[config.mk]
export PLATFORM = sky130hd
export DESIGN_NAME = voltage_to_capacity_interpolator_top_flat
export DESIGN_NICKNAME = d
export VERILOG_FILES = /design/src/design/v2c_pkg.sv /design/src/design/v2c_if.sv /design/src/design/voltage_to_capacity_interpolator_top.sv /design/src/design/v2c_locate.sv /design/src/design/v2c_scale.sv /design/src/flat_wrapper.sv
export SDC_FILE = /design/constraint.sdc
export NUM_CORES = 1
export LEC_CHECK = 0
export ABC_AREA = 1
export BUFFER_PORTS_ARGS = -buffer_cell sky130_fd_sc_hd__buf_2
export CAP_MARGIN = 30
export CORE_ASPECT_RATIO = 0.75
export CORE_MARGIN = 1
export CORE_UTILIZATION = 40
export DETAILED_ROUTE_END_ITERATION = 10
export PLACE_DENSITY = 0.6
export SLEW_MARGIN = 5
export SYNTH_ARGS = -nofsm -noshare
export SYNTH_HDL_FRONTEND = slang
export SYNTH_SLANG_ARGS = --single-unit
[constraint.sdc]
create_clock -name i_clk -period 6.5 [get_ports i_clk]
set_clock_uncertainty 0.15 [all_clocks]
set_input_delay 0.65 -clock i_clk [delete_from_list [all_inputs] [get_ports i_clk]]
set_output_delay 0.65 -clock i_clk [all_outputs]
set_load 0.01 [all_outputs]
[src/design/v2c_pkg.sv]
package v2c_pkg;

    // Field widths
    localparam int VOLT_W = 24;
    localparam int CAP_W  = 8;
    localparam int MIN_W  = 7;

    // Breakpoint table
    localparam int TABLE_POINTS = 9;
    localparam int LAST_POINT   = TABLE_POINTS - 1;
    localparam int SEGS         = TABLE_POINTS - 1;
    localparam int SEG_W        = $clog2(SEGS);

    // Datapath widths: offset inside a segment, capacity step, scaled offset,
    // reciprocal of the segment span and the quotient left after the shift.
    localparam int POS_W      = 18;
    localparam int DC_W       = 4;
    localparam int X_W        = POS_W + DC_W;
    localparam int RCP_W      = 23;
    localparam int RCP_SHIFT  = 40;
    localparam int Q_W        = 4;
    localparam int PROD_W     = X_W + RCP_W;

    localparam logic [MIN_W-1:0] FALLBACK_MIN_RST = 7'd10;

    localparam logic [VOLT_W-1:0] BP_VOLT [TABLE_POINTS] = '{
        24'd3100000, 24'd3300000, 24'd3500000, 24'd3700000, 24'd3850000,
        24'd4000000, 24'd4150000, 24'd4300000, 24'd4480000
    };

    localparam logic [CAP_W-1:0] BP_CAP [TABLE_POINTS] = '{
        8'd0, 8'd10, 8'd25, 8'd40, 8'd55, 8'd70, 8'd85, 8'd95, 8'd100
    };

    // Per-segment view of the table: low voltage, low capacity, capacity step
    localparam logic [VOLT_W-1:0] SEG_LO_VOLT [SEGS] = '{
        24'd3100000, 24'd3300000, 24'd3500000, 24'd3700000,
        24'd3850000, 24'd4000000, 24'd4150000, 24'd4300000
    };

    localparam logic [CAP_W-1:0] SEG_C0 [SEGS] = '{
        8'd0, 8'd10, 8'd25, 8'd40, 8'd55, 8'd70, 8'd85, 8'd95
    };

    localparam logic [DC_W-1:0] SEG_DC [SEGS] = '{
        4'd10, 4'd15, 4'd15, 4'd15, 4'd15, 4'd15, 4'd10, 4'd5
    };

    // ceil(2^RCP_SHIFT / span); exact floor division for any offset product
    // below 2^X_W with spans below 2^POS_W.
    localparam logic [RCP_W-1:0] SEG_RCP [SEGS] = '{
        23'd5497559, 23'd5497559, 23'd5497559, 23'd7330078,
        23'd7330078, 23'd7330078, 23'd7330078, 23'd6108398
    };

    typedef struct packed {
        logic [VOLT_W-1:0] batt_uv;
        logic              read_ok;
        logic [CAP_W-1:0]  original_capacity;
    } t_in_beat;

    // After the segment search
    typedef struct packed {
        logic              scale;
        logic [SEG_W-1:0]  seg;
        logic [VOLT_W-1:0] batt_uv;
        logic [CAP_W-1:0]  base;
    } t_loc;

    // After the offset subtraction and table lookup
    typedef struct packed {
        logic [CAP_W-1:0] base;
        logic [POS_W-1:0] pos;
        logic [DC_W-1:0]  dc;
        logic [RCP_W-1:0] rcp;
    } t_ofs;

    // After the step multiply
    typedef struct packed {
        logic [CAP_W-1:0] base;
        logic [X_W-1:0]   x;
        logic [RCP_W-1:0] rcp;
    } t_mul;

    // After the reciprocal multiply
    typedef struct packed {
        logic [CAP_W-1:0] base;
        logic [Q_W-1:0]   q;
    } t_quo;

endpackage

[src/design/v2c_if.sv]
interface v2c_in_if;
    logic                          valid;
    logic                          ready;
    logic [v2c_pkg::VOLT_W-1:0]    batt_uv;
    logic                          read_ok;
    logic [v2c_pkg::CAP_W-1:0]     original_capacity;

    modport source (output valid, batt_uv, read_ok, original_capacity, input ready);
    modport sink   (input valid, batt_uv, read_ok, original_capacity, output ready);
endinterface

interface v2c_out_if;
    logic                          valid;
    logic                          ready;
    logic [v2c_pkg::CAP_W-1:0]     charge_pct;

    modport source (output valid, charge_pct, input ready);
    modport sink   (input valid, charge_pct, output ready);
endinterface

[src/design/voltage_to_capacity_interpolator_top.sv]
// Throughput: one beat per cycle while the output takes beats; five register
// stages (segment search, offset lookup, step multiply, reciprocal multiply,
// output add) each hold one.
// A stalled output holds only the stages that are full; bubbles still close up.
// Reset (synchronous, active low) empties every stage and sets the fallback
// minimum capacity to 10.
module voltage_to_capacity_interpolator_top (
    input  logic                        i_clk,
    input  logic                        i_rst_n,
    input  logic                        i_cfg_we,
    input  logic [v2c_pkg::MIN_W-1:0]   i_cfg_wdata,
    v2c_in_if.sink                      i_in,
    v2c_out_if.source                   o_out
);

    logic [v2c_pkg::MIN_W-1:0] r_fb_min;

    v2c_pkg::t_in_beat in_beat;
    v2c_pkg::t_ofs     ofs_beat;
    logic              ofs_valid;
    logic              ofs_ready;

    always_ff @(posedge i_clk) begin
        if (!i_rst_n) begin
            r_fb_min <= v2c_pkg::FALLBACK_MIN_RST;
        end else if (i_cfg_we) begin
            r_fb_min <= i_cfg_wdata;
        end
    end

    always_comb begin
        in_beat.batt_uv           = i_in.batt_uv;
        in_beat.read_ok           = i_in.read_ok;
        in_beat.original_capacity = i_in.original_capacity;
    end

    v2c_locate u_locate (
        .i_clk    (i_clk),
        .i_rst_n  (i_rst_n),
        .i_fb_min (r_fb_min),
        .i_valid  (i_in.valid),
        .i_beat   (in_beat),
        .o_ready  (i_in.ready),
        .o_valid  (ofs_valid),
        .o_beat   (ofs_beat),
        .i_ready  (ofs_ready)
    );

    v2c_scale u_scale (
        .i_clk          (i_clk),
        .i_rst_n        (i_rst_n),
        .i_valid        (ofs_valid),
        .i_beat         (ofs_beat),
        .o_ready        (ofs_ready),
        .o_valid        (o_out.valid),
        .o_charge_pct   (o_out.charge_pct),
        .i_ready        (o_out.ready)
    );

endmodule

[src/design/v2c_locate.sv]
module v2c_locate (
    input  logic                        i_clk,
    input  logic                        i_rst_n,
    input  logic [v2c_pkg::MIN_W-1:0]   i_fb_min,
    input  logic                        i_valid,
    input  v2c_pkg::t_in_beat           i_beat,
    output logic                        o_ready,
    output logic                        o_valid,
    output v2c_pkg::t_ofs               o_beat,
    input  logic                        i_ready
);

    logic              r_a_valid;
    v2c_pkg::t_loc     r_a;
    v2c_pkg::t_loc     n_a;
    logic              a_ready;

    logic              r_b_valid;
    v2c_pkg::t_ofs     r_b;
    v2c_pkg::t_ofs     n_b;
    logic              b_ready;

    logic              usable;
    logic              above_lo;
    logic              below_hi;
    logic [v2c_pkg::CAP_W-1:0] fb_cap;
    logic [v2c_pkg::VOLT_W-1:0] diff;

    assign b_ready = !r_b_valid || i_ready;
    assign a_ready = !r_a_valid || b_ready;
    assign o_ready = a_ready;

    // Stage A: compare against every breakpoint, pick the segment, the clamp or the fallback level
    always_comb begin
        usable   = i_beat.read_ok && (i_beat.batt_uv != '0);
        above_lo = i_beat.batt_uv > v2c_pkg::BP_VOLT[0];
        below_hi = i_beat.batt_uv < v2c_pkg::BP_VOLT[v2c_pkg::LAST_POINT];
        fb_cap   = (i_beat.original_capacity < {1'b0, i_fb_min}) ?
                   {1'b0, i_fb_min} : i_beat.original_capacity;

        n_a.batt_uv = i_beat.batt_uv;
        n_a.scale   = usable && above_lo && below_hi;
        n_a.seg     = '0;
        for (int i = 1; i < v2c_pkg::LAST_POINT; i++) begin
            n_a.seg = n_a.seg +
                      v2c_pkg::SEG_W'(i_beat.batt_uv >= v2c_pkg::BP_VOLT[i]);
        end

        priority if (!usable) begin
            n_a.base = fb_cap;
        end else if (!above_lo) begin
            n_a.base = v2c_pkg::BP_CAP[0];
        end else if (!below_hi) begin
            n_a.base = v2c_pkg::BP_CAP[v2c_pkg::LAST_POINT];
        end else begin
            n_a.base = '0;
        end
    end

    // Stage B: offset inside the segment and the segment constants, or the stage A base
    always_comb begin
        diff = r_a.batt_uv - v2c_pkg::SEG_LO_VOLT[r_a.seg];
        if (r_a.scale) begin
            n_b.base = v2c_pkg::SEG_C0[r_a.seg];
            n_b.pos  = diff[v2c_pkg::POS_W-1:0];
            n_b.dc   = v2c_pkg::SEG_DC[r_a.seg];
            n_b.rcp  = v2c_pkg::SEG_RCP[r_a.seg];
        end else begin
            n_b.base = r_a.base;
            n_b.pos  = '0;
            n_b.dc   = '0;
            n_b.rcp  = '0;
        end
    end

    always_ff @(posedge i_clk) begin
        if (!i_rst_n) begin
            r_a_valid <= 1'b0;
            r_b_valid <= 1'b0;
        end else begin
            if (a_ready) begin
                r_a_valid <= i_valid;
            end
            if (b_ready) begin
                r_b_valid <= r_a_valid;
            end
        end
    end

    always_ff @(posedge i_clk) begin
        if (a_ready && i_valid) begin
            r_a <= n_a;
        end
        if (b_ready && r_a_valid) begin
            r_b <= n_b;
        end
    end

    assign o_valid = r_b_valid;
    assign o_beat  = r_b;

`ifndef ASSERT_OFF
    a_scale_in_range: assert property (@(posedge i_clk) disable iff (!i_rst_n)
        r_a_valid && r_a.scale |->
            (r_a.batt_uv > v2c_pkg::BP_VOLT[0]) &&
            (r_a.batt_uv < v2c_pkg::BP_VOLT[v2c_pkg::LAST_POINT]))
        else $error("segment chosen for a clamped voltage");

    a_stage_a_hold: assert property (@(posedge i_clk) disable iff (!i_rst_n)
        r_a_valid && !b_ready |=> r_a_valid && $stable(r_a))
        else $error("stage A beat lost under stall");

    a_pos_in_span: assert property (@(posedge i_clk) disable iff (!i_rst_n)
        r_a_valid && r_a.scale && b_ready |=>
            r_b_valid && (r_b.dc != '0) && (r_b.rcp != '0))
        else $error("interpolated beat lost its segment constants");
`endif

endmodule

[src/design/v2c_scale.sv]
module v2c_scale (
    input  logic                        i_clk,
    input  logic                        i_rst_n,
    input  logic                        i_valid,
    input  v2c_pkg::t_ofs               i_beat,
    output logic                        o_ready,
    output logic                        o_valid,
    output logic [v2c_pkg::CAP_W-1:0]   o_charge_pct,
    input  logic                        i_ready
);

    logic              r_c_valid;
    v2c_pkg::t_mul     r_c;
    v2c_pkg::t_mul     n_c;
    logic              c_ready;

    logic              r_d_valid;
    v2c_pkg::t_quo     r_d;
    v2c_pkg::t_quo     n_d;
    logic              d_ready;

    logic                        r_e_valid;
    logic [v2c_pkg::CAP_W-1:0]   r_e_cap;
    logic [v2c_pkg::CAP_W-1:0]   n_e_cap;
    logic                        e_ready;

    logic [v2c_pkg::PROD_W-1:0]  prod;

    assign e_ready = !r_e_valid || i_ready;
    assign d_ready = !r_d_valid || e_ready;
    assign c_ready = !r_c_valid || d_ready;
    assign o_ready = c_ready;

    // Stage C: capacity step times offset
    always_comb begin
        n_c.base = i_beat.base;
        n_c.rcp  = i_beat.rcp;
        n_c.x    = v2c_pkg::X_W'(i_beat.pos) * v2c_pkg::X_W'(i_beat.dc);
    end

    // Stage D: divide by the span through its reciprocal
    always_comb begin
        prod     = v2c_pkg::PROD_W'(r_c.x) * v2c_pkg::PROD_W'(r_c.rcp);
        n_d.base = r_c.base;
        n_d.q    = prod[v2c_pkg::RCP_SHIFT +: v2c_pkg::Q_W];
    end

    // Stage E: add the segment floor; output register
    assign n_e_cap = r_d.base + v2c_pkg::CAP_W'(r_d.q);

    always_ff @(posedge i_clk) begin
        if (!i_rst_n) begin
            r_c_valid <= 1'b0;
            r_d_valid <= 1'b0;
            r_e_valid <= 1'b0;
        end else begin
            if (c_ready) begin
                r_c_valid <= i_valid;
            end
            if (d_ready) begin
                r_d_valid <= r_c_valid;
            end
            if (e_ready) begin
                r_e_valid <= r_d_valid;
            end
        end
    end

    always_ff @(posedge i_clk) begin
        if (c_ready && i_valid) begin
            r_c <= n_c;
        end
        if (d_ready && r_c_valid) begin
            r_d <= n_d;
        end
        if (e_ready && r_d_valid) begin
            r_e_cap <= n_e_cap;
        end
    end

    assign o_valid      = r_e_valid;
    assign o_charge_pct = r_e_cap;

`ifndef ASSERT_OFF
    a_no_overflow: assert property (@(posedge i_clk) disable iff (!i_rst_n)
        r_d_valid && (r_d.q != '0) |-> ({1'b0, r_d.base} + 9'(r_d.q)) <= 9'd100)
        else $error("interpolated capacity above full scale");

    a_stage_c_hold: assert property (@(posedge i_clk) disable iff (!i_rst_n)
        r_c_valid && !d_ready |=> r_c_valid && $stable(r_c))
        else $error("stage C beat lost under stall");

    a_stage_d_hold: assert property (@(posedge i_clk) disable iff (!i_rst_n)
        r_d_valid && !e_ready |=> r_d_valid && $stable(r_d))
        else $error("stage D beat lost under stall");
`endif

endmodule

[src/flat_wrapper.sv]
// flat-port wrapper written by rule: the top's interface ports become plain ports
module voltage_to_capacity_interpolator_top_flat 
  (i_clk, i_rst_n, i_cfg_we, i_cfg_wdata, i_in_valid, i_in_batt_uv, i_in_read_ok, i_in_original_capacity, i_in_ready, o_out_valid, o_out_charge_pct, o_out_ready);
  v2c_in_if i_in_i ();
  v2c_out_if o_out_i ();
  input  logic i_clk;
  input  logic i_rst_n;
  input  logic i_cfg_we;
  input  logic [v2c_pkg::MIN_W-1:0] i_cfg_wdata;
  input wire logic [$bits(i_in_i.valid)-1:0] i_in_valid;
  input wire logic [$bits(i_in_i.batt_uv)-1:0] i_in_batt_uv;
  input wire logic [$bits(i_in_i.read_ok)-1:0] i_in_read_ok;
  input wire logic [$bits(i_in_i.original_capacity)-1:0] i_in_original_capacity;
  output wire logic [$bits(i_in_i.ready)-1:0] i_in_ready;
  output wire logic [$bits(o_out_i.valid)-1:0] o_out_valid;
  output wire logic [$bits(o_out_i.charge_pct)-1:0] o_out_charge_pct;
  input wire logic [$bits(o_out_i.ready)-1:0] o_out_ready;
  assign i_in_i.valid = i_in_valid;
  assign i_in_i.batt_uv = i_in_batt_uv;
  assign i_in_i.read_ok = i_in_read_ok;
  assign i_in_i.original_capacity = i_in_original_capacity;
  assign i_in_ready = i_in_i.ready;
  assign o_out_valid = o_out_i.valid;
  assign o_out_charge_pct = o_out_i.charge_pct;
  assign o_out_i.ready = o_out_ready;
  voltage_to_capacity_interpolator_top u_core (.i_clk(i_clk), .i_rst_n(i_rst_n), .i_cfg_we(i_cfg_we), .i_cfg_wdata(i_cfg_wdata), .i_in(i_in_i), .o_out(o_out_i));
endmodule
; ---- Word-level counts from Yosys, hierarchy flattened
; Memories as Yosys holds them, arrays and structs flattened.
; Index checks and enable logic that the tools add are counted.
[totals]
out_inout_bits = 10
rom_bits = 472
mem_count = 4
reg_bits = 168
in_bits = 45
latch_bits = 0
word_cells = 78
mem_bits_rw = 0
[classes]
n_mux = 13
reduce_logical = 19
order_cmp = 11
add_sub_neg = 8
div_mod_pow = 0
eq_ne = 0
bitwise_logic = 1
shift = 0
multipliers = 2
[memory_table]
columns = memory, words, word_bits, rd, rd_clocked_by_memory_dff, wr, line_no
row1 = (no name shown), 8, 24, 1, 0, 0, v2c_locate.sv:62  ; diff = r_a.batt_uv - v2c_pkg::SEG_LO_VOLT[r_a.seg];
row2 = (no name shown), 8, 23, 1, 0, 0, v2c_locate.sv:67  ; n_b.rcp = v2c_pkg::SEG_RCP[r_a.seg];
row3 = (no name shown), 8, 8, 1, 0, 0, v2c_locate.sv:64  ; n_b.base = v2c_pkg::SEG_C0[r_a.seg];
row4 = (no name shown), 8, 4, 1, 0, 0, v2c_locate.sv:66  ; n_b.dc = v2c_pkg::SEG_DC[r_a.seg];
[op_table]
columns = op, count
row1 = 24-bit by 22-bit greater-or-equal comparator with 1-bit output (second input constant), 6
row2 = 53-bit 2-to-1 mux, 1
row3 = 23-bit 2-to-1 mux, 2
row4 = 22-bit by 23-bit multiplier with 44-bit output, 1
row5 = 18-bit 2-to-1 mux, 2
row6 = 8-bit 2-to-1 mux, 4
row7 = 24-bit by 23-bit greater-or-equal comparator with 1-bit output (second input constant), 1
row8 = 24-bit by 22-bit > comparator with 1-bit output (second input constant), 1
row9 = 24-bit by 23-bit < comparator with 1-bit output (second input constant), 1
row10 = 24-bit nonzero test, 1
row11 = 18-bit by 4-bit multiplier with 22-bit output, 1
row12 = 18-bit subtractor, 1
row13 = 7-bit 2-to-1 mux, 2
row14 = 3-bit by 1-bit adder with 3-bit output, 4
row15 = 8-bit by 4-bit adder with 8-bit output, 1
row16 = 1-bit logical AND, 8
row17 = 8-bit by 7-bit < comparator with 1-bit output, 1
row18 = 4-bit 2-to-1 mux, 2
row19 = 1-bit zero test, 5
row20 = 1-bit logical OR, 5
row21 = 4-bit greater-or-equal comparator (second input constant), 1
row22 = 3-bit inverter with 4-bit output, 1
row23 = 2-bit by 1-bit adder with 3-bit output, 1
row24 = 1-bit by 1-bit adder with 2-bit output, 1

; ---- Logic depth before layout (Yosys ltp)
[depth]
depth_word = 7
depth_mapped = 30
ltp_nobuf = 28

; ---- Hierarchy
; A second synthesis with hierarchy kept.
[hier_totals]
hier_cells = 3260
area_unflattened_um2 = 25954.9
[modules_own_cells]
columns = mod, area_each_um2, cells_each, seq_area_each_um2, instances
row1 = v2c_scale, 21276.7, 2668, 2252.2, 1
row2 = v2c_locate, 4404.2, 552, 1961.9, 1
row3 = voltage_to_capacity_interpolator_top, 274.0, 40, 140.1, 1

; ---- Worst setup path before layout
; No wires, ideal clock.
[synth_timing]
path_kind = reg2reg
startpoint = reg u_core.u_scale.r_c[16] (netlist name)
endpoint = reg u_core.u_scale.r_d[2] (netlist name), data pin
required_ns = 6.097
path_slack_ns = 0.377
path_buffers = 2
t_arrival_ns = 5.720
path_stages_with_launch = 26
synth_period_minus_slack_ns = 6.123
setup_time_ns = 0.253
path_cell_list = edfxtp_1 > buf_2 > buf_2 > nand2_1 > fa_1 > inv_1 > fa_1 > inv_1 > fa_1 > inv_1 > fa_1 > fa_1 > fa_1 > inv_1 > fa_1 > inv_1 > ha_1 > nand2_1 > inv_1 > nand2_1 > nor2_1 > nand3_1 > nor2_1 > nand2_1 > nand4_1 > nand2_1
[synth_lines]
columns = item, line_no
row1 = "start, declared", v2c_scale.sv:13  ; v2c_pkg::t_mul r_c;
row2 = "start signal, assigned", v2c_scale.sv:71  ; r_c <= n_c;
row3 = "end signal, assigned", v2c_scale.sv:74  ; r_d <= n_d;
row4 = "end, declared", v2c_scale.sv:18  ; v2c_pkg::t_quo r_d;

==> results.md <==
* Htree depth at 4
* CP Launch Type: flip-flop
* Synthesis-to-finish area growth at 12.2%
* Global-route wire length before repair at 101 mm
* Main combinational cell family by area after synthesis: adder cells
* Post-Synth XOR/XNOR Area at 1.14%
* Clock Pin Slew Worst Setup and Hold Paths at 0.10 ns
* Post-Syn Nets at 3291
* Height of the die at 210 µm
* Die width at 279 µm
* Via Count at 16813
* Tmin final at 6.32 ns
* Wirelength, routed at 65.0 mm
* Clock buffer depth at 2
* CP endpoint kind: flip-flop
* Core ar. at 56400 µm²
* CP dominant cell by count: fa_1
* Iteration-0 DRC count of the detailed router at 1227
* Placed inst area at 24700 µm²
* Routed len/inst at ~19 µm
* Critical-path top delay cell: fa_1
* Final setup TNS at 0 ns
* Crit-path cells: buf_6 -> clkbuf_16 -> nand2_2 -> buf_4 -> fa_2 -> fa_1 -> fa_1 -> inv_1 -> fa_1 -> inv_1 -> fa_1 -> inv_1 -> fa_1 -> inv_1 -> fa_1 -> inv_1 -> ha_4 -> nand2_1 -> nor2_2 -> nand4_1 -> nor2_2 -> nand3_2 -> nand4_1 -> nand2_1
* Worst Path Required at between 6 and 7 ns
* Final Max Tran Viols at 0
* GR Overflow Total at 0
* Gr usage total at 23.1%
* Most frequent cells in the layout: 768 x inv_1, 478 x nand2_1, 440 x fa_1
* Critical path's largest stage delay at 0.59 ns
* Starting Density at around 41%
* Cts bufs inserted at 17
* Top delay family on crit path: adder cells
* # port buffers at 54
* Reg2reg start: u_core.u_scale.r_c[19]$_DFFE_PP_
* Total Die Area at 58500 µm²
* Layout cells sized above 1 at around 10%
* Register area share after synthesis at 16.8%
* Synth Instances at 2587
* YS warnings at 0
* Complex-gate fraction of the synthesized area at 4.52%
* IO Pins at between 50 and 60
* CTS root buf: clkbuf_16
* Maxcap violations at 0
* Largest net degree at the start of global routing at 38
* Final GP Congestion at 1.01
* Clock Sinks at roughly 130
* Std cell rows at 75
* Commonest non-fill, non-tap cell in the layout: inv_1
* DRC at 0
* Nets at 3423
* Tcrit/Tclk final at a little over nine tenths
* Drt first pass iters at 5
* Initial antenna violation count at 1
* Worst Path Buf+Inv at 8
* Post-detail-place hpwl at 57.5 mm
* Min-delay worst type: in2reg
* Worst Path Max Fanout at 8
* Final setup vio count at 0
* Fmax at 158 MHz
* Critical Path AT at 6.39 ns
* CP Class: reg2reg
* Final Instance Area at roughly 26000 µm²
* Post-Synth Simple-Gate Area at between 10 and 15%
* Multiplexer area fraction after synthesis at 0%
* Relative slew slack at 44.0%
* Reg-to-reg slack, setup at 0.18 ns
* Placed Instances at 3446
* CTS tree: done
* Vias in the first global route at between 15000 and 20000
* Avg Cell Area, Syn at 8.89 µm²
* Worst slew pin tran at 0.841 ns
* Synthesis-stage register bit count at approximately 130
* Ant diodes at 0
* Clk_lat worst skew at 0.48 ns
* Reg2reg end: u_core.u_scale.r_d[1]$_DFFE_PP_
* Status: finished, final reports clean
* CTS Hold Bufs at 0
* Post-synthesis adder-cell area fraction at 50.5%
* Reg2Reg Depth at 24
* Final Hold Fails at 0
* Post-route antenna net violation count at 0
* Netlist Area Pre-Place at approximately 23000 µm²
* Post-route insts no fill at 3502
* Critical path endpoint: u_core.u_scale.r_d[1]$_DFFE_PP_
* WP depth at 24
* Vias per cell at between 4 and 5
* Unique masters post-synth at 37
* Crit. Startpoint: u_core.u_scale.r_c[19]$_DFFE_PP_
-- final cells by class --
cell class                      count  area (µm²)
Clock inverter                     13         138
Multi-Input combinational cell   1645       16400
Timing Repair Buffer              137        1050
Inverter                          785        2950
Fill cell                        5465       30600
Sequential cell                   133        3870
Clock buffer                       19         475
Tap cell                          770         963
-- through the flow --
step / hold WS (ns) / util [%] / setup slack [ns]
3_5_place_dp: 0.255 / 43.8 / 0.0240
3_3_place_gp: 0.254 / 43.8 / 0.0467
5_1_grt: 0.238 / 45.8 / -0.0438
4_1_cts: 0.234 / 44.8 / 0.00729
6_report: 0.258 / 45.8 / 0.185
2_1_floorplan: 0.250 / - / 0.377
-- cell families after synthesis --
logic type,Yosys count
buffers and inverters,809
and+or+nand+nor,766
adders and majority gates,659
AOI/OAI and AO/OA,190
DFF,133
xor gates and xnor gates,30
-- cells in the mapped netlist, drive strengths merged --
cell,count,area (µm²)
nand2,524,2000
a21oi,101,505
a21boi,1,7.51
a41oi,1,8.76
nor2,137,559
clkinv,2,7.51
o21bai,10,75.1
inv,783,2940
o21ai,56,288
nand4,23,144
fa,450,9010
o21a,9,67.6
ha,209,2620
buf,3,13.8
o41ai,1,8.76
dfxtp,12,240
xnor2,7,61.3
or2,1,6.26
edfxtp,121,3630
clkbuf,21,78.8
a21o,4,30.0
xor2,23,201
nand3,64,335
nor4,3,18.8
a22oi,1,7.51
o211ai,3,22.5
a31oi,3,18.8
nor3,14,90.1
-- state kept, by name (all words and copies together) (netlist names) --
signal,cells
u_core.u_scale.o_valid,1
u_core.u_locate.o_valid,1
u_core.u_locate.o_beat,34
u_core.u_scale.r_d,12
u_core.u_scale.n_d,8
u_core.u_scale.r_d_valid,1
u_core.r_fb_min,7
u_core.u_locate.r_a_valid,1
u_core.u_scale.r_c_valid,1
u_core.u_scale.o_charge_pct,8
u_core.u_scale.r_c,29
u_core.u_locate.r_a,30
-- per-layer routing --
metal  up-vias  part of all wire, %  GRT usage (%)
li1       7946                    -              -
met1      8268                   46           32.5
met2       538                   43           35.1
met3        57                  9.6           7.85
met4         4                  1.4           3.83
met5         -                0.066              0
-- how the worst min path moves through the flow --
stage,cells after the start,slack [ns],end,from
6_report,1,0.26,u_core.u_locate.r_a[11]$_DFFE_PP_,i_in_batt_uv[3]
5_1_grt,1,0.24,u_core.u_locate.r_a[10]$_DFFE_PP_,i_in_batt_uv[2]
4_1_cts,1,0.23,u_core.u_locate.r_a[10]$_DFFE_PP_,i_in_batt_uv[2]
3_5_place_dp,0,0.26,u_core.u_scale.n_d[6]$_DFFE_PP_,u_core.u_locate.o_beat[47]$_DFFE_PP_
3_3_place_gp,0,0.25,u_core.u_scale.n_d[8]$_DFFE_PP_,u_core.u_locate.o_beat[49]$_DFFE_PP_
2_1_floorplan,0,0.25,u_core.u_scale.n_d[10]$_DFFE_PP_,u_core.u_locate.o_beat[51]$_DFFE_PP_
-- what timing repair did --
action	4_1_cts	5_1_grt
setup buffers	0	21
hold endpoints to repair	0	0
resized for setup	0	79
setup endpoints to repair	0	4
Power is not shown: default switching activity piles up to over one toggle a cycle in this logic, so the estimate is an artifact.
